`src/rtl/hnic_pkg.sv`:
```
// ----------------------------------------------------------------------------
// hnic_pkg: shared types and constants for the hashed name index cache
// Holds the FNV-1a constants, table geometry, the job record that travels
// from the front part to the back part, and the result record.
// ----------------------------------------------------------------------------
package hnic_pkg;

  localparam int BYTE_W        = 8;
  localparam int HASH_W        = 32;
  localparam int IDX_W         = 16;
  localparam int INDEX_BITS    = 16;
  localparam int CNT_W         = 64;

  // Table depth must be a power of two: the slot is the low hash bits.
  localparam int TABLE_ENTRIES = 256;
  localparam int SLOT_BITS     = $clog2(TABLE_ENTRIES);

  // Job queue depth must be a power of two so the pointers wrap freely.
  localparam int QUEUE_DEPTH   = 2;
  localparam int QPTR_W        = $clog2(QUEUE_DEPTH);
  localparam int QCNT_W        = $clog2(QUEUE_DEPTH + 1);

  localparam int S_TDATA_W     = 24;
  localparam int M_TDATA_W     = 152;

  localparam logic [HASH_W-1:0] FNV_BASIS = 32'h811c_9dc5;
  localparam logic [HASH_W-1:0] FNV_PRIME = 32'h0100_0193;

  typedef enum logic {
    ACT_LOOKUP = 1'b0,
    ACT_STORE  = 1'b1
  } action_t;

  typedef struct packed {
    logic [HASH_W-1:0]     hash;
    action_t               action;
    logic [INDEX_BITS-1:0] index;
  } job_t;

  typedef struct packed {
    logic valid;
    job_t job;
  } q_push_t;

  typedef enum logic {
    S_IDLE,
    S_CMP
  } back_state_t;

  typedef struct packed {
    logic             found;
    logic [IDX_W-1:0] found_index;
    logic [CNT_W-1:0] lookups_seen;
    logic [CNT_W-1:0] hits_seen;
  } result_t;

endpackage

```
`src/rtl/hnic_front.sv`:
```
// ----------------------------------------------------------------------------
// hnic_front: name byte intake and FNV-1a hashing
// Folds one byte per cycle into the running hash while the job queue has room
// and hands a finished name to the job queue on its last byte.
// ----------------------------------------------------------------------------
module hnic_front (
  input  logic                           clk,
  input  logic                           rst,
  input  logic                           s_valid,
  output logic                           s_ready,
  input  logic                           action,
  input  logic [hnic_pkg::BYTE_W-1:0]    name_byte,
  input  logic                           last_byte,
  input  logic [hnic_pkg::IDX_W-1:0]     store_index,
  input  logic                           q_full,
  output hnic_pkg::q_push_t              push
);
  import hnic_pkg::*;

  logic [HASH_W-1:0] running_hash;
  logic [HASH_W-1:0] running_hash_next;
  logic [HASH_W-1:0] mixed;
  logic [HASH_W-1:0] hash_step;
  logic              accept;

  assign s_ready   = !q_full;
  assign accept    = s_valid && s_ready;
  assign mixed     = running_hash ^ {{(HASH_W-BYTE_W){1'b0}}, name_byte};
  // Product is kept modulo 2^32.
  assign hash_step = mixed * FNV_PRIME;

  always_comb begin
    running_hash_next = running_hash;
    if (accept) begin
      running_hash_next = last_byte ? FNV_BASIS : hash_step;
    end
    push.valid      = accept && last_byte;
    push.job.hash   = hash_step;
    push.job.action = action_t'(action);
    push.job.index  = store_index[INDEX_BITS-1:0];
  end

  always_ff @(posedge clk) begin
    if (rst) begin
      running_hash <= FNV_BASIS;
    end else begin
      running_hash <= running_hash_next;
    end
  end

endmodule

```
`config.mk`:
```
export PLATFORM = sky130hd
export DESIGN_NAME = hnic_front
export DESIGN_NICKNAME = d
export VERILOG_FILES = /design/src/rtl/hnic_pkg.sv /design/src/rtl/hnic_front.sv
export SDC_FILE = /design/constraint.sdc
export NUM_CORES = 1
export LEC_CHECK = 0
export ABC_AREA = 1
export BUFFER_PORTS_ARGS = -buffer_cell sky130_fd_sc_hd__buf_2
export CORE_UTILIZATION = 50
export CTS_BUF_LIST = sky130_fd_sc_hd__clkbuf_2
export CTS_CLUSTER_SIZE = 20
export DETAILED_ROUTE_END_ITERATION = 6
export HOLD_SLACK_MARGIN = 0.03
export PLACE_DENSITY = 0.71
export SYNTH_ARGS = -nofsm -noshare
export SYNTH_HDL_FRONTEND = slang
export SYNTH_SLANG_ARGS = --single-unit
```
`constraint.sdc`:
```
create_clock -name clk -period 14.2 [get_ports clk]
set_input_delay 1.42 -clock clk [delete_from_list [all_inputs] [get_ports clk]]
set_output_delay 1.42 -clock clk [all_outputs]
set_load 0.02 [all_outputs]
```
# Yosys cells after proc, flatten, opt, wreduce, memory -nomap -nowiden
# Index checks and enable logic that the tools add are counted.
[classes] n_reduce_logical=3 mux=1 n_bitwise=1 mul=1
[ops] cell="multiplier 32 x 25 -> 32 bit, second input constant" n=1
[ops] cell="two-way mux 32 bit" n=1
[ops] cell="XOR 32 x 8 -> 32 bit" n=1
[ops] cell="logical AND 1 bit" n=2
[ops] cell="logical NOT 1 bit" n=1
[word_totals] in_bits=30 reg_bits=32 wordCells=7 out_inout_bits=51

# Longest topological paths before layout
# Gate-level depths: netlist of run 1.
[depth] word_depth=3 ltp_mapped=26 ltp_nobuf=26

# Worst setup path after synthesis of run 1
# OpenSTA, ideal clock, no wires.
[synth_path] path_kind="input port to output port" from="in name_byte[1] (netlist bit)" to="out push[48] (netlist bit)" t_arrival_ns=5.511 required_time_ns=12.780 path_buffers=0 setup_slack_ns=7.269 path_stages=21 path_cell_list="xor2_1 ha_1 ha_1 ha_1 ha_1 fa_1 ha_1 inv_1 fa_1 inv_1 ha_1 nand2_2 inv_1 a21oi_1 inv_1 nand2_1 nand3_2 nand2_1 nand2_1 nand3_1 and2_1"
[synth_lines] element="from (decl)" line_no="hnic_front.sv:12" source="input logic [hnic_pkg::BYTE_W-1:0] name_byte,"
[synth_lines] element="to (decl)" line_no="hnic_front.sv:16" source="output hnic_pkg::q_push_t push"

==> results_dict.tcl, run 1 <==
set metrics [dict create \
    max_flop_register "running_hash" \
    layout-drive-gt1-share_pct 6.52 \
    area_delta_synth_final_pct 4.60 \
    place_inst 1308 \
    post_dp_cell_area_sq_um 8210 \
    crit_fanout 4 \
    slowest_stage "xor2_1" \
    min_path_cells 2 \
    arrival_ps 6480 \
    die_w_um 128 \
    min_to "running_hash[1]" \
    path_cells "buf_2 > xor2_1 > ha_1 > ha_1 > fa_1 > ha_1 > fa_1 > ha_1 > inv_1 > fa_1 > inv_1 > ha_1 > nand2_1 > nor2_1 > nor2_1 > nor2_1 > o21ai_0 > nand3_1 > nand2_1 > and2_1 > buf_2" \
    startpoint_type "input port" \
    r2r_end "running_hash[13]" \
    cts_tree "built" \
    setup_slack_ps 6300 \
    cpMostUsedCell "ha_1" \
    dp_hpwl_um 16800 \
    relSlewSlack_pct 28.9 \
    clkLatencyLatePin_ps 420 \
    initial_core_util_pct 51.5 \
    finalWeightedCongestion 0.922 \
    synth_top_family_by_area "adder cells" \
    dieArea_sq_um 16300 \
    cts_resized 0 \
    htreeDepth 2 \
    clk_path_buf_depth 2 \
    muxShareOfSynthArea_pct 0 \
    fillers 1529 \
    synthAdderAreaFrac_pct 48.0 \
    drv_slew 0 \
    syn_area_per_cell_sq_um 7.33 \
    syn-num-nets 1364 \
    totalWireLength_um 19200 \
    crit_path_max_incr_delay_ps 640 \
    synth-seq-area-share_pct 8.12 \
    layout.cells.non_filler 1316 \
    hold_viol 0 \
    layout_commonest_cell "inv_1" \
    reg2reg_from "running_hash[1]" \
    cts_sinks 32 \
    rrSetupSlack_ps 8900 \
    clk_pin_slew_worst_paths_ps 200 \
    path_delay_family "adder cells" \
    yosys_warnings 0 \
    post_synth_inst_count 1076 \
    antenna_found_initial 0 \
    rsz0062_at_grt "false" \
    ff2ff_path_depth 18 \
    portBuffers 46 \
    fp.dieH_um 128 \
    drv_cap 0 \
    clock-root-buffer "clkbuf_2" \
    grt_overflow_total 0 \
    io_pins 81 \
    layout_common_cells "287 x inv_1, 244 x nand2_1, 184 x ha_1, 74 x fa_1" \
    grt_util_all_layers_pct 25.3 \
    grt_pass1_wl_um 31700 \
    postRouteAntennaNets 0 \
    synth_cell_types 33 \
    vias 6456 \
    antenna_cells 0 \
    pre_cts_ws_ps 6350 \
    synth_simple_gate_area_share_pct 20.9 \
    critical_path_buf_inv_count 4 \
    synth-xor-area-share_pct 2.78 \
    routedWlPerCell_um 14.6 \
    core.rowCount 45 \
    fin_area_sq_um 8250 \
    post_cts_buffers 0 \
    grt_max_degree 37 \
    final.setup.tns_ps 0 \
    grt_pass1_vias 6554 \
    status "finished clean" \
    path_class "input port to output pin" \
    fin_skew_ps 22.8 \
    initialDrtViolationCount 328 \
    crit_required_ps 12780 \
    finalCritPeriodShare_pct 55.6 \
    numCtsBuffers 5 \
    hp-start "running_hash[1]" \
    endpoint_kind "output pin" \
    reg.largest.list "running_hash x32" \
    ys_ff_latch 32 \
    setup-violations-final 0 \
    drc 0 \
    clock.fmax_mhz 127 \
    dr.pass1.iters 4 \
    cts_hold_buf 0 \
    hold_class "register to register" \
    syn_area_sq_um 7890 \
    period_needed_ps 7900 \
    synth_compound_area_share_pct 4.33 \
    avgViaCountPerCell 4.91 \
    core_sq_um 15300 \
    nets 1392 \
    tightest_slew_ps 1060 \
    largest_reg_flops 32 \
]
## area by class of cell
| class | count | area, sq um | area share [%] |
|---|---|---|---|
| multi-input combinational | 731 | 5990 | 72.6 |
| inverter | 287 | 1080 | 13.1 |
| sequential | 32 | 641 | 7.76 |
| tap | 211 | 264 | 3.20 |
| timing repair buffer | 47 | 238 | 2.88 |
| clock buffer | 7 | 35.0 | 0.424 |
| clock inverter | 1 | 3.75 | 0.0455 |
## Yosys cell counts
library cell  instances  area share, %
clkbuf_1              4           0.19
xnor2_1               6           0.67
nor2_2                6           0.48
o21a_1                2           0.19
buf_2                 1          0.063
nand3_2               4           0.51
a21oi_2               1           0.11
o21ai_0               5           0.32
nand2_2               4           0.32
inv_1               287             14
nand4_1              10           0.79
ha_1                184             29
nand2_1             244             12
nor3_1                3           0.19
xor2_1               19            2.1
a21boi_0              1          0.095
and2_4                1           0.11
fa_1                 74             19
a21oi_1              48            3.0
o21bai_1              2           0.19
nor2_1               48            2.3
dfxtp_1              32            8.1
a21o_1                2           0.19
buf_4                19            1.8
and2_1               13            1.0
nand3_1              44            2.8
or2_0                 1          0.079
buf_1                 1          0.048
nor3_2                2           0.25
o211ai_1              1          0.095
nand3b_1              5           0.48
buf_6                 1           0.14
a22oi_1               1          0.095
## worst max-delay path by stage
stage	from	cells after the start	slack, ps	endpoint
CTS	name_byte[0]	21	6340	push[41]
floorplan	name_byte[1]	21	7270	push[48]
global route	name_byte[0]	21	6020	push[41]
finish	name_byte[1]	21	6300	push[41]
global placement	name_byte[0]	21	6350	push[41]
detailed placement	name_byte[0]	21	6350	push[41]
## kinds of logic after synthesis
family / count (synthesis)
AO/OA/AOI/OAI: 63
AND/OR/NAND/NOR: 385
buffers and inverters: 313
flip-flops: 32
XOR/XNOR: 25
adder cells (fa/ha/maj): 258
## metal layers
metal | wire, um | vias to the layer above | track usage, %
met4 | 484 | 0 | 7.89
met2 | 9150 | 131 | 44.5
li1 | - | 3315 | -
met5 | 0 | - | 0
met3 | 644 | 39 | 2.30
met1 | 8900 | 2971 | 32.9
## worst reg2reg max path, stage by stage, from the launching register on
cell	delay [ps]
dfxtp_1	390
xor2_1	660
ha_1	370
ha_1	240
fa_1	460
ha_1	240
fa_1	450
ha_1	290
inv_1	50
fa_1	520
inv_1	40
ha_1	350
nand2_1	150
nor2_1	210
nand3_1	100
nand3_1	180
xor2_1	340
nand2_1	90
a21oi_1	150
## metrics by stage
step / utilization, % / hold WS (ps)
global route: 53.9 / 520
CTS: 53.9 / 496
finish: 53.9 / 493
floorplan: - / 457
global placement: 53.6 / 466
detailed placement: 53.6 / 470
Power of run 1 is left out: the tool's default activity adds up to more than one toggle a clock period on the data nets, which glitch-free logic cannot reach.
==> run 2: changes to the inputs <==
Clock period 14.2 ns to 8.1 ns, I/O delays scaled along.
==> run 2 against run 1 <==
- first-iteration DRC count down 23%
- clock skew up 3.4 ps
- cell count about the same
- global-route usage up 0.36 points
- hold slack better by 0.72 ps
==> results_dict.tcl, run 2 (synthesis gave the netlist of run 1 again) <==
set metrics [dict create \
    die_w_um 128 \
    initialDrtViolationCount 254 \
    largest_reg_flops 32 \
    period_needed_ps 6640 \
    clk_path_buf_depth 2 \
    setup-violations-final 0 \
    cpMostUsedCell "ha_1" \
    drc 0 \
    htreeDepth 2 \
    status "finished clean" \
    drv_cap 0 \
    routedWlPerCell_um 14.6 \
    nets 1393 \
    vias 6407 \
    clock.fmax_mhz 151 \
    postRouteAntennaNets 0 \
    dr.pass1.iters 4 \
    fin_skew_ps 26.2 \
    r2r_end "running_hash[13]" \
    reg2reg_from "running_hash[2]" \
    clk_pin_slew_worst_paths_ps 200 \
    dieArea_sq_um 16300 \
    core_sq_um 15300 \
    cp-startpoint "name_byte[1]" \
    rsz0062_at_grt "false" \
    slowest_stage "xor2_1" \
    antenna_cells 0 \
    grt_util_all_layers_pct 25.7 \
    area_delta_synth_final_pct 4.69 \
    rrSetupSlack_ps 2840 \
    fillers 1532 \
    regArea_sq_um 641 \
    fp.dieH_um 128 \
    dp_hpwl_um 16800 \
    endpoint_kind "output pin" \
    reg.largest.list "running_hash x32" \
    path_cells "buf_2 > xor2_1 > ha_1 > ha_1 > ha_1 > ha_1 > fa_1 > ha_1 > inv_1 > fa_1 > inv_1 > ha_1 > nand2_1 > nor2_1 > nor2_1 > nor2_1 > o21ai_0 > nand3_1 > nand2_1 > and2_1 > buf_2" \
    cts_tree "built" \
    hold_class "register to register" \
    cts_sinks 32 \
    grt_max_degree 37 \
    startpoint_type "input port" \
    crit_fanout 4 \
    io_pins 81 \
    relSlewSlack_pct 30.1 \
    layout-drive-gt1-share_pct 6.60 \
    hold_viol 0 \
    final.setup.tns_ps 0 \
    finalCritPeriodShare_pct 82.0 \
    initial_core_util_pct 51.5 \
    layout_commonest_cell "inv_1" \
    core.rowCount 45 \
    crit_required_ps 7290 \
    cts_resized 0 \
    finalWeightedCongestion 0.920 \
    grt_overflow_total 0 \
    cts_hold_buf 0 \
    totalWireLength_um 19200 \
    portBuffers 46 \
    arrival_ps 5830 \
    numCtsBuffers 5 \
    post_cts_buffers 0 \
    post_dp_cell_area_sq_um 8220 \
    clkLatencyLatePin_ps 430 \
    ff2ff_path_depth 20 \
    multi_input_area_sq_um 5990 \
    grt_pass1_vias 6651 \
    avgViaCountPerCell 4.86 \
    tightest_slew_ps 1050 \
    final_util_pct 53.9 \
    drv_slew 0 \
    clock-root-buffer "clkbuf_2" \
    fin_area_sq_um 8260 \
    grt_pass1_wl_um 32100 \
    layout_common_cells "287 x inv_1, 244 x nand2_1, 184 x ha_1, 74 x fa_1" \
    max_flop_register "running_hash" \
    antenna_found_initial 0 \
    path_class "input port to output pin" \
    crit_path_max_incr_delay_ps 630 \
    worstSetupEndpoint "push[41]" \
]
## run 2: worst min path at each step
stage / cells after the start / endpoint / startpoint
detailed placement: 2 / running_hash[1] / running_hash[1]
global route: 2 / running_hash[3] / running_hash[3]
finish: 2 / running_hash[3] / running_hash[3]
global placement: 2 / running_hash[3] / running_hash[3]
CTS: 2 / running_hash[1] / running_hash[1]
floorplan: 2 / running_hash[1] / running_hash[1]
## run 2: final cells by class
| cell class | count | area share (%) |
|---|---|---|
| multi-input combinational | 731 | 72.6 |
| clock inverter | 1 | 0.0454 |
| sequential | 32 | 7.76 |
| tap | 211 | 3.20 |
| inverter | 287 | 13.0 |
| timing repair buffer | 48 | 2.97 |
| clock buffer | 7 | 0.424 |
## run 2: stage by stage
stage	hold WS [ps]	instances	worst slack (ps)
finish	493	1317	1460
global route	526	1317	1150
CTS	496	1317	1510
detailed placement	471	1309	1520
global placement	465	1309	1490
floorplan	457	1076	2390
## run 2: per-layer routing
| metal | GRT usage [%] | up-vias | share of wire (%) |
|---|---|---|---|
| met1 | 33.0 | 2920 | 46 |
| met3 | 3.22 | 29 | 3.9 |
| met4 | 7.34 | 0 | 2.5 |
| li1 | - | 3328 | - |
| met2 | 45.3 | 130 | 48 |
| met5 | 0 | - | 0 |
## run 2: worst max-delay path, delay by kind of cell
family                     cells  cell delay [ps]
adders and majority gates      8             2880
and+or+nand+nor                7              880
xor gates and xnor gates       1              630
buffers and inverters          4              370
AOI/OAI and AO/OA              1              250
Power of run 2 is left out for the same reason.
==> run 3: changes to the inputs <==
Clock period 8.1 ns to 6.3 ns, I/O delays scaled along.
==> run 3 against run 2 <==
- clock skew down 10 ps
- largest cell class unchanged
- first-iteration DRC count up 39%
- critical endpoint is now push[47]
- sequential cell count unchanged
- hold slack better by 18 ps
- highest routed layer unchanged
==> results_dict.tcl, run 3 (synthesis gave the netlist of run 1 again) <==
set metrics [dict create \
    tightest_slew_ps 1060 \
    clk_pin_slew_worst_paths_ps 210 \
    numCtsBuffers 5 \
    fin_skew_ps 16.0 \
    antenna_cells 0 \
    portBuffers 46 \
    final.setup.tns_ps 0 \
    hp-start "running_hash[1]" \
    reg.largest.list "running_hash x32" \
    cp-startpoint "running_hash[19]" \
    holdWs_ps 511 \
    htreeDepth 2 \
    core_sq_um 15300 \
    clkLatencyLatePin_ps 430 \
    path_cells "buf_4 > ha_1 > ha_1 > inv_1 > fa_1 > inv_1 > ha_1 > ha_1 > fa_1 > inv_1 > fa_1 > inv_1 > ha_1 > nand2_1 > nor2_2 > nand2_1 > nor3_1 > nand2_1 > nand2_1 > nand2_1 > and2_1 > buf_2" \
    postRouteAntennaNets 0 \
    io_pins 81 \
    dr.pass1.iters 5 \
    grt_pass1_wl_um 33300 \
    crit_fanout 5 \
    finalWeightedCongestion 0.921 \
    relSlewSlack_pct 29.3 \
    slowest_stage "fa_1" \
    hold_class "register to register" \
    drc 0 \
    startpoint_type "register" \
    cts_hold_buf 0 \
    clk_path_buf_depth 2 \
    clock-root-buffer "clkbuf_2" \
    core.rowCount 45 \
    endpoint_kind "output pin" \
    layout-drive-gt1-share_pct 10.1 \
    largest_reg_flops 32 \
    antenna_found_initial 0 \
    totalWireLength_um 19800 \
    drv_cap 0 \
    hold_viol 0 \
    routedWlPerCell_um 14.9 \
    status "finished clean" \
    crit_path_max_incr_delay_ps 540 \
    clock.fmax_mhz 166 \
    dp_hpwl_um 17300 \
    pre_cts_ws_ps 53.6 \
    die_w_um 128 \
    max_flop_register "running_hash" \
    fp.dieH_um 128 \
    crit_required_ps 5670 \
    initial_core_util_pct 51.5 \
    dieArea_sq_um 16300 \
    drv_slew 0 \
    grt_pass1_vias 6924 \
    fillers 1561 \
    layout_commonest_cell "inv_1" \
    area_delta_synth_final_pct 7.68 \
    path_class "register to output pin" \
    cts_sinks 32 \
    avgViaCountPerCell 4.92 \
    reg2reg_from "running_hash[19]" \
    initialDrtViolationCount 352 \
    grt_overflow_total 0 \
    arrival_ps 5400 \
    cts_tree "built" \
    period_needed_ps 6030 \
    setup-violations-final 0 \
    finalCritPeriodShare_pct 95.8 \
    layout_common_cells "286 x inv_1, 241 x nand2_1, 181 x ha_1, 74 x fa_1, 46 x buf_2" \
    vias 6568 \
    setup_slack_ps 268 \
    grt_max_degree 37 \
    nets 1411 \
    grt_util_all_layers_pct 26.5 \
]
==> run 3: cell count changes in the layout (fill, tap and decap cells not counted), moves of 4 or more <==
cell,change
buf_4,+18
nor2_2,+5
nor2_1,-5
dfxtp_1,-4
==> run 3: layout make-up <==
cell class	instances	area, sq um	share of cell area (%)
Tap cell	211	264	3.11
Sequential cell	32	648	7.63
Timing Repair Buffer	66	380	4.48
Clock buffer	7	35.0	0.412
Multi-Input combinational cell	731	6090	71.6
Clock inverter	1	3.75	0.0442
Inverter	287	1080	12.7
==> run 3: path summary, 6_finish.rpt <==
check	endpoint	slack [ps]	cells after the start
hold reg to reg	running_hash[1]	510	2
hold / removal	running_hash[1]	510	2
setup reg to reg	running_hash[28]	1330	21
setup / recovery	push[47]	270	22
==> run 3: critical path, delay by kind of cell, from the launching register on <==
kind / cells / cell delay (ps)
AND/OR/NAND/NOR: 8 / 960
buffers and inverters: 6 / 490
adder cells (fa/ha/maj): 8 / 3140
flip-flops: 1 / 410
==> run 3: metrics by stage <==
step                area (sq um)  cells  utilization [%]
floorplan                   7890   1076                -
global placement            8330   1324             54.4
detailed placement          8330   1324             54.4
CTS                         8380   1332             54.7
global route                8500   1335             55.5
finish                      8500   1335             55.5
==> run 3: metal layers <==
metal	vias up	global-route usage, %	wire length, um
met1	3065	34.2	9240
met2	118	46.5	9450
met3	34	2.72	621
met4	0	8.03	522
li1	3351	-	-
met5	-	0	0
==> run 3: repair_timing <==
| item | in CTS | in global routing |
|---|---|---|
| setup endpoints to repair | 7 | 18 |
| gates cloned | 0 | 0 |
| gates resized for setup | 2 | 24 |
| setup buffers | 0 | 3 |
| pin swaps | 0 | 2 |
Power of run 3 is left out for the same reason.
