[config.mk]
export PLATFORM = sky130hd
export DESIGN_NAME = hnic_queue
export DESIGN_NICKNAME = d
export VERILOG_FILES = /design/src/rtl/hnic_pkg.sv /design/src/rtl/hnic_queue.sv
export SDC_FILE = /design/constraint.sdc
export NUM_CORES = 1
export LEC_CHECK = 0
export BUFFER_PORTS_ARGS = -buffer_cell sky130_fd_sc_hd__clkbuf_2
export CAP_MARGIN = 25
export CORE_MARGIN = 5
export CORE_UTILIZATION = 45
export DETAILED_ROUTE_END_ITERATION = 7
export GPL_TIMING_DRIVEN = 0
export PLACE_DENSITY = 0.81
export SETUP_SLACK_MARGIN = 0.02
export SLEW_MARGIN = 10
export SYNTH_ARGS = -nofsm -noshare
export SYNTH_HDL_FRONTEND = slang
export SYNTH_SLANG_ARGS = --single-unit
[constraint.sdc]
create_clock -name clk -period 3.7 [get_ports clk]
set_input_delay 0.74 -clock clk [delete_from_list [all_inputs] [get_ports clk]]
set_output_delay 0.74 -clock clk [all_outputs]
set_load 0.03 [all_outputs]
[src/rtl/hnic_pkg.sv]
// ----------------------------------------------------------------------------
// hnic_pkg: shared types and constants for the hashed name index cache
// Holds the FNV-1a constants, table geometry, the job record that travels
// from the front part to the back part, and the result record.
// ----------------------------------------------------------------------------
package hnic_pkg;

  localparam int BYTE_W        = 8;
  localparam int HASH_W        = 32;
  localparam int IDX_W         = 16;
  localparam int INDEX_BITS    = 16;
  localparam int CNT_W         = 64;

  // Table depth must be a power of two: the slot is the low hash bits.
  localparam int TABLE_ENTRIES = 256;
  localparam int SLOT_BITS     = $clog2(TABLE_ENTRIES);

  // Job queue depth must be a power of two so the pointers wrap freely.
  localparam int QUEUE_DEPTH   = 2;
  localparam int QPTR_W        = $clog2(QUEUE_DEPTH);
  localparam int QCNT_W        = $clog2(QUEUE_DEPTH + 1);

  localparam int S_TDATA_W     = 24;
  localparam int M_TDATA_W     = 152;

  localparam logic [HASH_W-1:0] FNV_BASIS = 32'h811c_9dc5;
  localparam logic [HASH_W-1:0] FNV_PRIME = 32'h0100_0193;

  typedef enum logic {
    ACT_LOOKUP = 1'b0,
    ACT_STORE  = 1'b1
  } action_t;

  typedef struct packed {
    logic [HASH_W-1:0]     hash;
    action_t               action;
    logic [INDEX_BITS-1:0] index;
  } job_t;

  typedef struct packed {
    logic valid;
    job_t job;
  } q_push_t;

  typedef enum logic {
    S_IDLE,
    S_CMP
  } back_state_t;

  typedef struct packed {
    logic             found;
    logic [IDX_W-1:0] found_index;
    logic [CNT_W-1:0] lookups_seen;
    logic [CNT_W-1:0] hits_seen;
  } result_t;

endpackage

[src/rtl/hnic_queue.sv]
// ----------------------------------------------------------------------------
// hnic_queue: short job queue between the front and back parts
// A small FIFO of finished names, so hashing and table work stall apart.
// ----------------------------------------------------------------------------
module hnic_queue (
  input  logic              clk,
  input  logic              rst,
  input  hnic_pkg::q_push_t push,
  input  logic              pop,
  output logic              full,
  output logic              empty,
  output hnic_pkg::job_t    head
);
  import hnic_pkg::*;

  job_t              entries [QUEUE_DEPTH];
  logic [QPTR_W-1:0] wr_ptr;
  logic [QPTR_W-1:0] rd_ptr;
  logic [QCNT_W-1:0] count;

  assign full  = (count == QCNT_W'(QUEUE_DEPTH));
  assign empty = (count == '0);
  assign head  = entries[rd_ptr];

  always_ff @(posedge clk) begin
    if (push.valid) begin
      entries[wr_ptr] <= push.job;
    end
  end

  always_ff @(posedge clk) begin
    if (rst) begin
      wr_ptr <= '0;
      rd_ptr <= '0;
      count  <= '0;
    end else begin
      if (push.valid) begin
        wr_ptr <= wr_ptr + 1'b1;
      end
      if (pop) begin
        rd_ptr <= rd_ptr + 1'b1;
      end
      if (push.valid && !pop) begin
        count <= count + 1'b1;
      end else if (pop && !push.valid) begin
        count <= count - 1'b1;
      end
    end
  end

endmodule

* Yosys cells after proc, flatten, opt, wreduce, memory -nomap -nowiden
Memory sizes are Yosys's and may differ from the RTL's. A register that Yosys moved wholly into a read port is not among the register bits. Index checks and enable logic that the tools add are counted.
Storage, ports and cells: bits in writable memories 98, bits in registers 4, memories kept 1
Memory list:
- entries | depth 2, bits a word 49, rd ports 1, clocked after Yosys merged registers in 1, wr ports 1, RTL line hnic_queue.sv:16 | job_t entries [QUEUE_DEPTH];
Cells by class: reduce and logical (&&, ||, !) cells 6, muxes and demuxes 6, add/sub/neg operators 4, equal/unequal tests 1
Operator list (number):
- 1-bit two-way mux | 4
- 2-bit two-way mux | 2
- 1-bit adder, second input constant | 2
- 2-bit by 1-bit adder with 2-bit output, second input constant | 1
- 2-bit equality test, second input constant | 1
- 1-bit logical AND | 2
- 1-bit logical NOT | 2
- 2-bit logical NOT | 1
- 2-bit nonzero test | 1
- 2-bit by 1-bit subtractor with 2-bit output, second input constant | 1

* Depth between registers and ports, before layout
Gate-level depths: netlist of the first run.
word-level depth 4, mapped depth 5

* Worst setup path after synthesis of the first run
Ideal clock, no wire load.
kind in2reg, start point input push[49] in the netlist's numbering, end point memory entries[0][0] in the netlist's numbering, enable pin, required time 3238 ps, stages on the path 1, setup slack 325 ps, data arrival time 2914 ps, buffers on the path 0, cell sequence nor2b_1
Between the ends: word-level cells in the longest chain between the ends 2
RTL lines:
- from (decl) | RTL line hnic_queue.sv:8 | input hnic_pkg::q_push_t push,
- 1-bit two-way mux | RTL line hnic_queue.sv:26 | if (push.valid) begin
- 1-bit two-way mux (implied by the code) | RTL line hnic_queue.sv:27 | entries[wr_ptr] <= push.job;
- to (decl) | RTL line hnic_queue.sv:16
No other way between the ends.

==> reports/metrics.yaml, run 1 <==
outcome:
  status: "completed"
layout:
  layout.nets: 344
  drive_gt1_share_pct: 59.5
  syn_to_final_growth_pct: 23.0
  n_antenna_cell: 0
pwr:
  p_int_mw: 1.74
  p_leak_nw: 1.75
  switchingPower_mw: 0.613
  finalPower_mw: 2.35
  switching_share_pct: 26.1
  powerDensity_mw_per_mm2: 511
  vdd_drop_max_v: 0.000351
  pwr-share-comb_pct: 16.3
  power_frac_clock_pct: 25.1
  power_frac_seq_pct: 58.5
global_routing:
  grt_pass1_vias: 2090
  grt_max_degree: 26
  grt_pass1_wl_um: 9800
  grt_use_total_pct: 12.7
  grt-ovfl-total: 0
  antenna_found_initial: 0
detailed_routing:
  wl_met3_um: 448
  drt-vias-per-instance: 4.83
  top_layer_used: "met4"
  m1WireLength_um: 2440
  drt_iter0_drc: 95
  drtPass1Iterations: 4
  ant_nets: 0
  wl_per_cell_um: 15.8
  drc_errors: 0
  wirelength_um: 6320
  routed-wl-met2_um: 3350
  vias: 1926
synthesis:
  synth_enable_flop_cells: 98
  synth_warnings: 0
  synth-seq-cells: 103
  synth_top_area_cell: "edfxtp_1"
  avgSynthCellArea_um2: 21.5
  synthTopCellsByArea: "edfxtp_1, mux2_2, dfxtp_1, buf_6, nor2_1"
  async_reset_ff_share_pct: 0
  synthCells: 174
  synth_nets: 228
  yosysMostFrequentCell: "edfxtp_1"
  syn_area_mm2: 0.00374
  synth_flop_cell: "edfxtp_1"
  synth_common_cells: "edfxtp_1, mux2_2, dfxtp_1, nor2_1, buf_2"
  yosys.area.top_type_share_pct: 78.7
  ys_seq_area_share_pct: 81.4
  yosysUniqueCellTypes: 16
die:
  design.die.area_mm2: 0.0102
  io_pins: 104
  row_count: 33
  coreArea_mm2: 0.00818
  die_h_um: 101
  die_x_um: 101
  initial_core_util_pct: 45.7
sta:
  setup_slack_ps: 1320
  fin_crit_ps: 2380
  skew_ps: 7.63
  finalHoldViolCount: 0
  maxSlewViolCount: 0
  rsz0062_at_grt: "no"
  fin_crit_sh_pct: 64.2
  max_freq_mhz: 421
  relSlewSlack_pct: 48.5
  setup_viol: 0
  worst_pin_slew_ps: 771
critical_path:
  end_kind: "output port"
  cp_top_family: "buffers and inverters"
  slowest_stage: "dfxtp_1"
  critPathBufInv: 3
  path_cells: "buf_6 -> buf_6 -> mux2_2 -> clkbuf_2"
  worst_ep_required_time_ps: 2960
  cp.arrival_ps: 1640
  crit_top_cell: "buf_6"
  worstPathMaxFanout: 10
  worst-setup-path-type: "reg2out"
  max_stage_delay_ps: 420
  crit_path_start_kind: "register"
clock_network:
  cts_buffers: 9
  cts.path.max_buffers: 2
  cts.repair.resized: 0
  clock_latency_ps: 340
  clkSlewWorstSetupHoldPaths_ps: 90
  clkSinkCount: 103
  cts-htree-levels: 3
  cts_hold_buf: 0
  cts_setup_buffers: 0
  cts_tree: "built"
  cts_root_buf: "clkbuf_8"
placed_design:
  dp.final_hpwl_um: 4590
  post-place-ws_ps: 1510
  io_buffer_count: 103
  place_congestion: 0.698
worst_hold_path:
  hold_class: "reg2reg"
job:
  drv_cap: 0
==> path summary, 6_finish.rpt <==
check / from / endpoint / slack [ps] / cells past startpoint
max: register / head[27] / 1320 / 4
min: rd_ptr$_SDFFE_PP0P_ / rd_ptr$_SDFFE_PP0P_ / 530 / 2
max reg2reg: wr_ptr$_SDFFE_PP0P_ / entries[1][26]$_DFFE_PP_ / 2100 / 2
min reg2reg: rd_ptr$_SDFFE_PP0P_ / rd_ptr$_SDFFE_PP0P_ / 530 / 2
==> cells in the final DEF (no fill, tap or decap), drive strengths merged <==
cell,count
o21ai,1
edfxtp,98
dfxtp,5
clkinvlp,3
xor2,2
xnor2,2
buf,7
and2b,1
and2,1
inv,2
ha,1
nor2b,1
clkinv,1
mux2,49
a21oi,1
or3,1
clkbuf,113
nor2,5
==> registers in the layout, indices dropped and copies added (netlist names), named ones only <==
| signal | flops |
|---|---|
| count | 2 |
| rd_ptr | 1 |
| entries | 98 |
| wr_ptr | 1 |
==> layer usage <==
metal	global-route usage, %	vias up
met5	0	-
met4	5.21	0
met3	3.79	10
met2	23.0	70
met1	13.9	936
li1	-	910
==> final cells by class <==
type,instances,area [um2]
Fill cell,656,3580
Sequential cell,103,3040
Multi-Input combinational cell,65,664
Timing Repair Buffer,105,556
Tap cell,105,131
Clock buffer,10,128
Buffer,5,37.5
Clock inverter,5,35.0
Inverter,1,3.75
==> cells by family (layout without fill, tap and decap cells) <==
family / count (synthesis) / after routing / synth area share (%)
AOI/OAI and AO/OA: 2 / 2 / 0.267
xor gates and xnor gates: 4 / 4 / 0.937
adders and majority gates: 1 / 1 / 0.335
buffers and inverters: 6 / 126 / 1.10
DFF: 103 / 103 / 81.4
muxes: 49 / 49 / 14.8
and+or+nand+nor: 9 / 9 / 1.24
==> worst register-to-register path, cell delays in order (launching register included) <==
cell,delay (ps)
dfxtp_1,410
and2_2,600
buf_12,270
==> power groups by stage <==
stage	combinational (mW)	clock, mW	sequential, mW
6_report	0.384	0.591	1.38
5_1_grt	0.411	0.672	1.38
4_1_cts	0.393	0.620	1.38
3_5_place_dp	0.391	0	1.40
3_3_place_gp	0.376	0	1.40
2_1_floorplan	0.264	0	1.40
==> through the flow <==
stage | TNS [ps] | hold WS (ps) | cell area [um2] | utilization (%) | cells
floorplan | 0 | 461 | 3740 | - | 174
global placement | -46030 | 486 | 4390 | 53.7 | 382
detailed placement | 0 | 508 | 4440 | 54.3 | 384
CTS | 0 | 533 | 4600 | 56.2 | 399
global route | 0 | 544 | 4600 | 56.2 | 399
finish | 0 | 531 | 4600 | 56.2 | 399
No activity file was read; power rests on OpenSTA's default activity.
==> inputs of run 2 (changes only) <==
clock period = 2.2 ns   (was 3.7 ns; I/O delays follow)
==> reports/metrics.yaml, run 2 (synthesized netlist as in run 1, its figures left out) <==
pwr:
  power_frac_clock_pct: 25.5  # was 25.1%
  pwr-share-comb_pct: 16.3  # about the same
  finalPower_mw: 3.98  # was 2.35 mW
  p_leak_nw: 1.75  # about the same
  power_frac_seq_pct: 58.2  # was 58.5%
  vdd_drop_max_v: 0.000431  # was 0.000351 V
  p_int_mw: 2.93  # was 1.74 mW
  powerDensity_mw_per_mm2: 864  # was 511 mW/mm2
  switchingPower_mw: 1.05  # was 0.613 mW
  switching_share_pct: 26.4  # was 26.1%
placed_design:
  post-place-ws_ps: 301  # was 1510 ps
  dp.final_hpwl_um: 4630  # was 4590 um
  place_congestion: 0.674  # was 0.698
  post_dp_cell_area_mm2: 0.00444  # unchanged
  io_buffer_count: 103  # unchanged
global_routing:
  grt-ovfl-total: 0  # unchanged
  grt_use_total_pct: 13.3  # was 12.7%
  antenna_found_initial: 0  # unchanged
  grt_max_degree: 31  # was 26
  grt_pass1_vias: 2167  # was 2090
  grt_pass1_wl_um: 10200  # was 9800 um
outcome:
  status: "completed"  # unchanged
sta:
  rsz0062_at_grt: "no"  # unchanged
  setup_slack_ps: 153  # was 1320 ps
  relSlewSlack_pct: 45.2  # was 48.5%
  max_freq_mhz: 488
  skew_ps: 8.40  # was 7.63 ps
  maxSlewViolCount: 0  # unchanged
  setup_viol: 0  # unchanged
  fin_crit_sh_pct: 93.1
  finalHoldViolCount: 0  # unchanged
  fin_crit_ps: 2050
  worst_pin_slew_ps: 820  # was 771 ps
clock_network:
  cts.path.max_buffers: 2  # unchanged
  clkSlewWorstSetupHoldPaths_ps: 100  # was 90 ps
  clock_latency_ps: 350  # was 340 ps
  cts_tree: "built"  # unchanged
  clkSinkCount: 103  # unchanged
  cts-htree-levels: 3  # unchanged
  cts_setup_buffers: 0  # unchanged
  cts.repair.resized: 0  # unchanged
  cts_buffers: 9  # unchanged
  cts_hold_buf: 0  # unchanged
  cts_root_buf: "clkbuf_8"  # unchanged
critical_path:
  cp.arrival_ps: 1610  # was 1640 ps
  r2r_cells: 2  # unchanged
  crit_path_start_kind: "register"  # unchanged
  max_stage_delay_ps: 390  # was 420 ps
  worst_ep_required_time_ps: 1760  # was 2960 ps
  r2r_end: "entries[0][37]$_DFFE_PP_"  # was entries[1][26]$_DFFE_PP_
  critPathBufInv: 3  # unchanged
  path_cells: "buf_6 -> buf_6 -> mux2_2 -> clkbuf_2"  # unchanged
  worst-setup-path-type: "reg2out"  # unchanged
  worstPathMaxFanout: 10  # unchanged
  r2r-start: "wr_ptr$_SDFFE_PP0P_"  # unchanged
  end_kind: "output port"  # unchanged
  slowest_stage: "dfxtp_1"  # unchanged
  worst-path-stages: 4  # unchanged
  cp_top_family: "buffers and inverters"  # unchanged
  r2r_setup_slack_ps: 600  # was 2100 ps
  crit_top_cell: "buf_6"  # unchanged
detailed_routing:
  wl_per_cell_um: 16.5  # was 15.8 um
  vias: 1936  # was 1926
  wirelength_um: 6580  # was 6320 um
  drtPass1Iterations: 4  # unchanged
  drt-vias-per-instance: 4.84  # was 4.83
  drt_iter0_drc: 66  # was 95
  ant_nets: 0  # unchanged
  drc_errors: 0  # unchanged
layout:
  layout_commonest_cell: "clkbuf_2"  # unchanged
  nFillCells: 692  # was 656
  layout.nets: 344  # unchanged
  syn_to_final_growth_pct: 23.1  # was 23.0%
  final_area_mm2: 0.00460  # about the same
  mostFrequentLayoutCells: "clkbuf_2, edfxtp_1, mux2_2"  # unchanged
  drive_gt1_share_pct: 59.3  # was 59.5%
  regMostFlops: "entries"  # unchanged
  largest_register_ffs: 98  # unchanged
  n_antenna_cell: 0  # unchanged
  reg_top3: "entries (98), count (2)"  # unchanged
worst_hold_path:
  hold_class: "in2reg"  # was reg2reg
  hp-start: "push[27]"  # was rd_ptr$_SDFFE_PP0P_
  hold_depth: 1  # was 2
  hold-path-endpoint: "entries[1][27]$_DFFE_PP_"  # was rd_ptr$_SDFFE_PP0P_
die:
  coreArea_mm2: 0.00818  # unchanged
  initial_core_util_pct: 45.7  # unchanged
  row_count: 33  # unchanged
  io_pins: 104  # unchanged
  die_h_um: 101  # unchanged
  design.die.area_mm2: 0.0102  # unchanged
  die_x_um: 101  # unchanged
job:
  drv_cap: 0  # unchanged
==> run 2: changes by cell type in the layout (fill, tap and decap cells not counted) <==
cell,before,now
clkbuf_1,1,2
clkinv_4,0,1
inv_6,1,0
==> run 2: metal layers <==
layer | GRT usage (%) | up-vias | share of wire, %
li1 | - | 908 | -
met2 | 24.0 | 65 | 55
met5 | 0 | - | 0
met3 | 3.58 | 8 | 6.0
met1 | 14.5 | 955 | 38
met4 | 6.13 | 0 | 0.99
==> run 2: per-stage QoR <==
| stage | std cells | hold WS [ps] | utilization, % | TNS (ps) |
|---|---|---|---|---|
| finish | 400 | 270 | 56.3 | 0 |
| global route | 400 | 240 | 56.3 | 0 |
| CTS | 400 | 244 | 56.3 | 0 |
| detailed placement | 384 | 519 | 54.3 | 0 |
| global placement | 382 | 482 | 53.7 | -68440 |
| floorplan | 174 | 461 | - | 0 |
==> run 2: how the worst max path moves through the flow <==
stage / end / start / slack, ps
finish: head[19] / register / 150
global route: head[24] / register / 50
CTS: head[19] / register / 90
detailed placement: entries[0][27]$_DFFE_PP_ / push[49] / 300
global placement: entries[0][28]$_DFFE_PP_ / push[49] / -810
floorplan: entries[0][0]$_DFFE_PP_ / push[49] / 40
==> run 2: area by class of cell <==
type / count / area (um2) / share of cell area, %
plain buffers: 5 / 37.5 / 0.816
well taps: 105 / 131 / 2.85
clock buffers: 11 / 131 / 2.85
clock inverters: 5 / 35.0 / 0.761
repair buffers: 105 / 556 / 12.1
inverters: 1 / 3.75 / 0.0816
flip-flops and latches: 103 / 3040 / 66.1
multi-input cells: 65 / 664 / 14.4
==> run 2: power by group through the flow <==
stage	clock network, mW	logic [mW]	registers, mW
after floorplan	0	0.444	2.35
after global placement	0	0.634	2.36
after detailed placement	0	0.662	2.36
after CTS	1.05	0.666	2.32
after global routing	1.14	0.695	2.33
final	1.01	0.650	2.31
==> inputs of run 3 (changes only) <==
HOLD_SLACK_MARGIN = 0.08   (was unset)
RECOVER_POWER = 25   (was unset)
SETUP_SLACK_MARGIN = unset   (was 0.02)
==> reports/metrics.yaml, run 3 (synthesized netlist as in run 1, its figures left out) <==
sta:
  rsz0062_at_grt: "no"  # unchanged
  max_freq_mhz: 488  # about the same
  setup_slack_ps: 153  # about the same
  skew_ps: 8.12  # was 8.40 ps
  fin_crit_ps: 2050  # about the same
  relSlewSlack_pct: 45.2  # about the same
  setup_viol: 0  # unchanged
  fin_crit_sh_pct: 93.1  # about the same
  maxSlewViolCount: 0  # unchanged
  finalHoldViolCount: 0  # unchanged
  worst_pin_slew_ps: 821  # was 820 ps
placed_design:
  place_congestion: 0.674  # unchanged
  post-place-ws_ps: 301  # unchanged
  dp.final_hpwl_um: 4630  # unchanged
  io_buffer_count: 103  # unchanged
pwr:
  power_frac_clock_pct: 25.6  # was 25.5%
  p_leak_nw: 1.68  # was 1.75 nW
  powerDensity_mw_per_mm2: 869  # was 864 mW/mm2
  vdd_drop_max_v: 0.000430  # was 0.000431 V
  p_int_mw: 2.92  # was 2.93 mW
  power_frac_seq_pct: 58.2  # about the same
  pwr-share-comb_pct: 16.2  # was 16.3%
  switchingPower_mw: 1.05  # about the same
  switching_share_pct: 26.5  # was 26.4%
  finalPower_mw: 3.97  # was 3.98 mW
clock_network:
  cts_tree: "built"  # unchanged
  cts_hold_buf: 0  # unchanged
  cts_setup_buffers: 0  # unchanged
  cts_root_buf: "clkbuf_8"  # unchanged
  cts_buffers: 9  # unchanged
  cts.path.max_buffers: 2  # unchanged
  clock_latency_ps: 350  # about the same
  clkSlewWorstSetupHoldPaths_ps: 100  # about the same
  clkSinkCount: 103  # unchanged
  cts.repair.resized: 0  # unchanged
  cts-htree-levels: 3  # unchanged
layout:
  multiInputGateArea_um2: 664  # unchanged
  layout_commonest_cell: "edfxtp_1"  # was clkbuf_2
  nFillCells: 699  # was 692
  regMostFlops: "entries"  # unchanged
  postLayoutCoreUtil_pct: 55.9  # was 56.3%
  layout.nets: 344  # unchanged
  mostFrequentLayoutCells: "edfxtp_1, clkbuf_2, mux2_2"  # was clkbuf_2, edfxtp_1, mux2_2
  reg_top3: "entries (98), count (2)"  # unchanged
  syn_to_final_growth_pct: 22.3  # was 23.1%
  ff_latch_area_mm2: 0.00304  # unchanged
  n_antenna_cell: 0  # unchanged
  largest_register_ffs: 98  # unchanged
  drive_gt1_share_pct: 51.5  # was 59.3%
detailed_routing:
  drt_iter0_drc: 57  # was 66
  vias: 1938  # was 1936
  drc_errors: 0  # unchanged
  wirelength_um: 6580  # about the same
  ant_nets: 0  # unchanged
  drt-vias-per-instance: 4.85  # was 4.84
  drtPass1Iterations: 4  # unchanged
  wl_per_cell_um: 16.4  # was 16.5 um
critical_path:
  worst_ep_required_time_ps: 1760  # about the same
  cp.arrival_ps: 1610  # about the same
  r2r_setup_slack_ps: 600  # about the same
  worst-setup-path-type: "reg2out"  # unchanged
  worstPathMaxFanout: 10  # unchanged
  end_kind: "output port"  # unchanged
  crit_path_start_kind: "register"  # unchanged
  r2r_cells: 2  # unchanged
  r2r_end: "entries[0][37]$_DFFE_PP_"  # unchanged
  r2r-start: "wr_ptr$_SDFFE_PP0P_"  # unchanged
global_routing:
  grt-ovfl-total: 0  # unchanged
  grt_max_degree: 31  # unchanged
  grt_use_total_pct: 13.3  # unchanged
  antenna_found_initial: 0  # unchanged
  grt_pass1_wl_um: 10200  # unchanged
  grt_pass1_vias: 2167  # unchanged
die:
  row_count: 33  # unchanged
  design.die.area_mm2: 0.0102  # unchanged
  die_h_um: 101  # unchanged
  die_x_um: 101  # unchanged
  io_pins: 104  # unchanged
  initial_core_util_pct: 45.7  # unchanged
  coreArea_mm2: 0.00818  # unchanged
worst_hold_path:
  hold_class: "in2reg"  # unchanged
  hold_depth: 1  # unchanged
  hp-start: "push[27]"  # unchanged
  hold-path-endpoint: "entries[0][27]$_DFFE_PP_"  # was entries[1][27]$_DFFE_PP_
outcome:
  status: "completed"  # unchanged
job:
  drv_cap: 0  # unchanged
-- run 3: cell count changes in the layout (fill, tap and decap cells not counted) --
| cell | delta |
|---|---|
| clkbuf_2 | -23 |
| clkbuf_1 | +23 |
-- run 3: layout make-up --
type                            instances  share of cell area [%]
Buffer                                  5                   0.821
Clock buffer                           11                    2.87
Clock inverter                          5                   0.766
Inverter                                1                  0.0821
Multi-Input combinational cell         65                    14.5
Sequential cell                       103                    66.5
Tap cell                              105                    2.87
Timing Repair Buffer                  105                    11.5
-- run 3: power groups by stage --
stage / sequential (mW) / combinational [mW] / clock (mW)
final: 2.31 / 0.644 / 1.02
after global routing: 2.33 / 0.689 / 1.14
after CTS: 2.32 / 0.666 / 1.05
after detailed placement: 2.36 / 0.662 / 0
after global placement: 2.36 / 0.634 / 0
after floorplan: 2.35 / 0.444 / 0
-- run 3: worst max path at each step --
stage | to | slack [ps] | depth (start not counted)
detailed placement | entries[0][27]$_DFFE_PP_ | 300 | 3
global placement | entries[0][28]$_DFFE_PP_ | -810 | 2
finish | head[19] | 150 | 4
CTS | head[19] | 90 | 4
floorplan | entries[0][0]$_DFFE_PP_ | 40 | 1
global route | head[24] | 50 | 4
-- run 3: routing by layer --
layer  part of all wire (%)  wire length [um]  vias to the layer above  track usage (%)
met1                     38              2510                      954             14.5
met4                    1.3                85                        0             6.13
li1                       -                 -                      909                -
met5                      0                 0                        -                0
met3                    6.3               416                        8             3.58
met2                     54              3560                       67             24.0
-- run 3: worst max-delay path, stage by stage (launching register included) --
cell and delay, ps:
dfxtp_1 390, buf_6 180, buf_6 160, mux2_2 340
clkbuf_2 180
-- run 3: per-stage QoR --
step / cells / area [um2] / hold WS (ps) / TNS [ps]
floorplan: 174 / 3740 / 461 / 0
global placement: 382 / 4390 / 482 / -68440
finish: 400 / 4570 / 265 / 0
detailed placement: 384 / 4440 / 519 / 0
CTS: 400 / 4600 / 244 / 0
global route: 400 / 4570 / 240 / 0
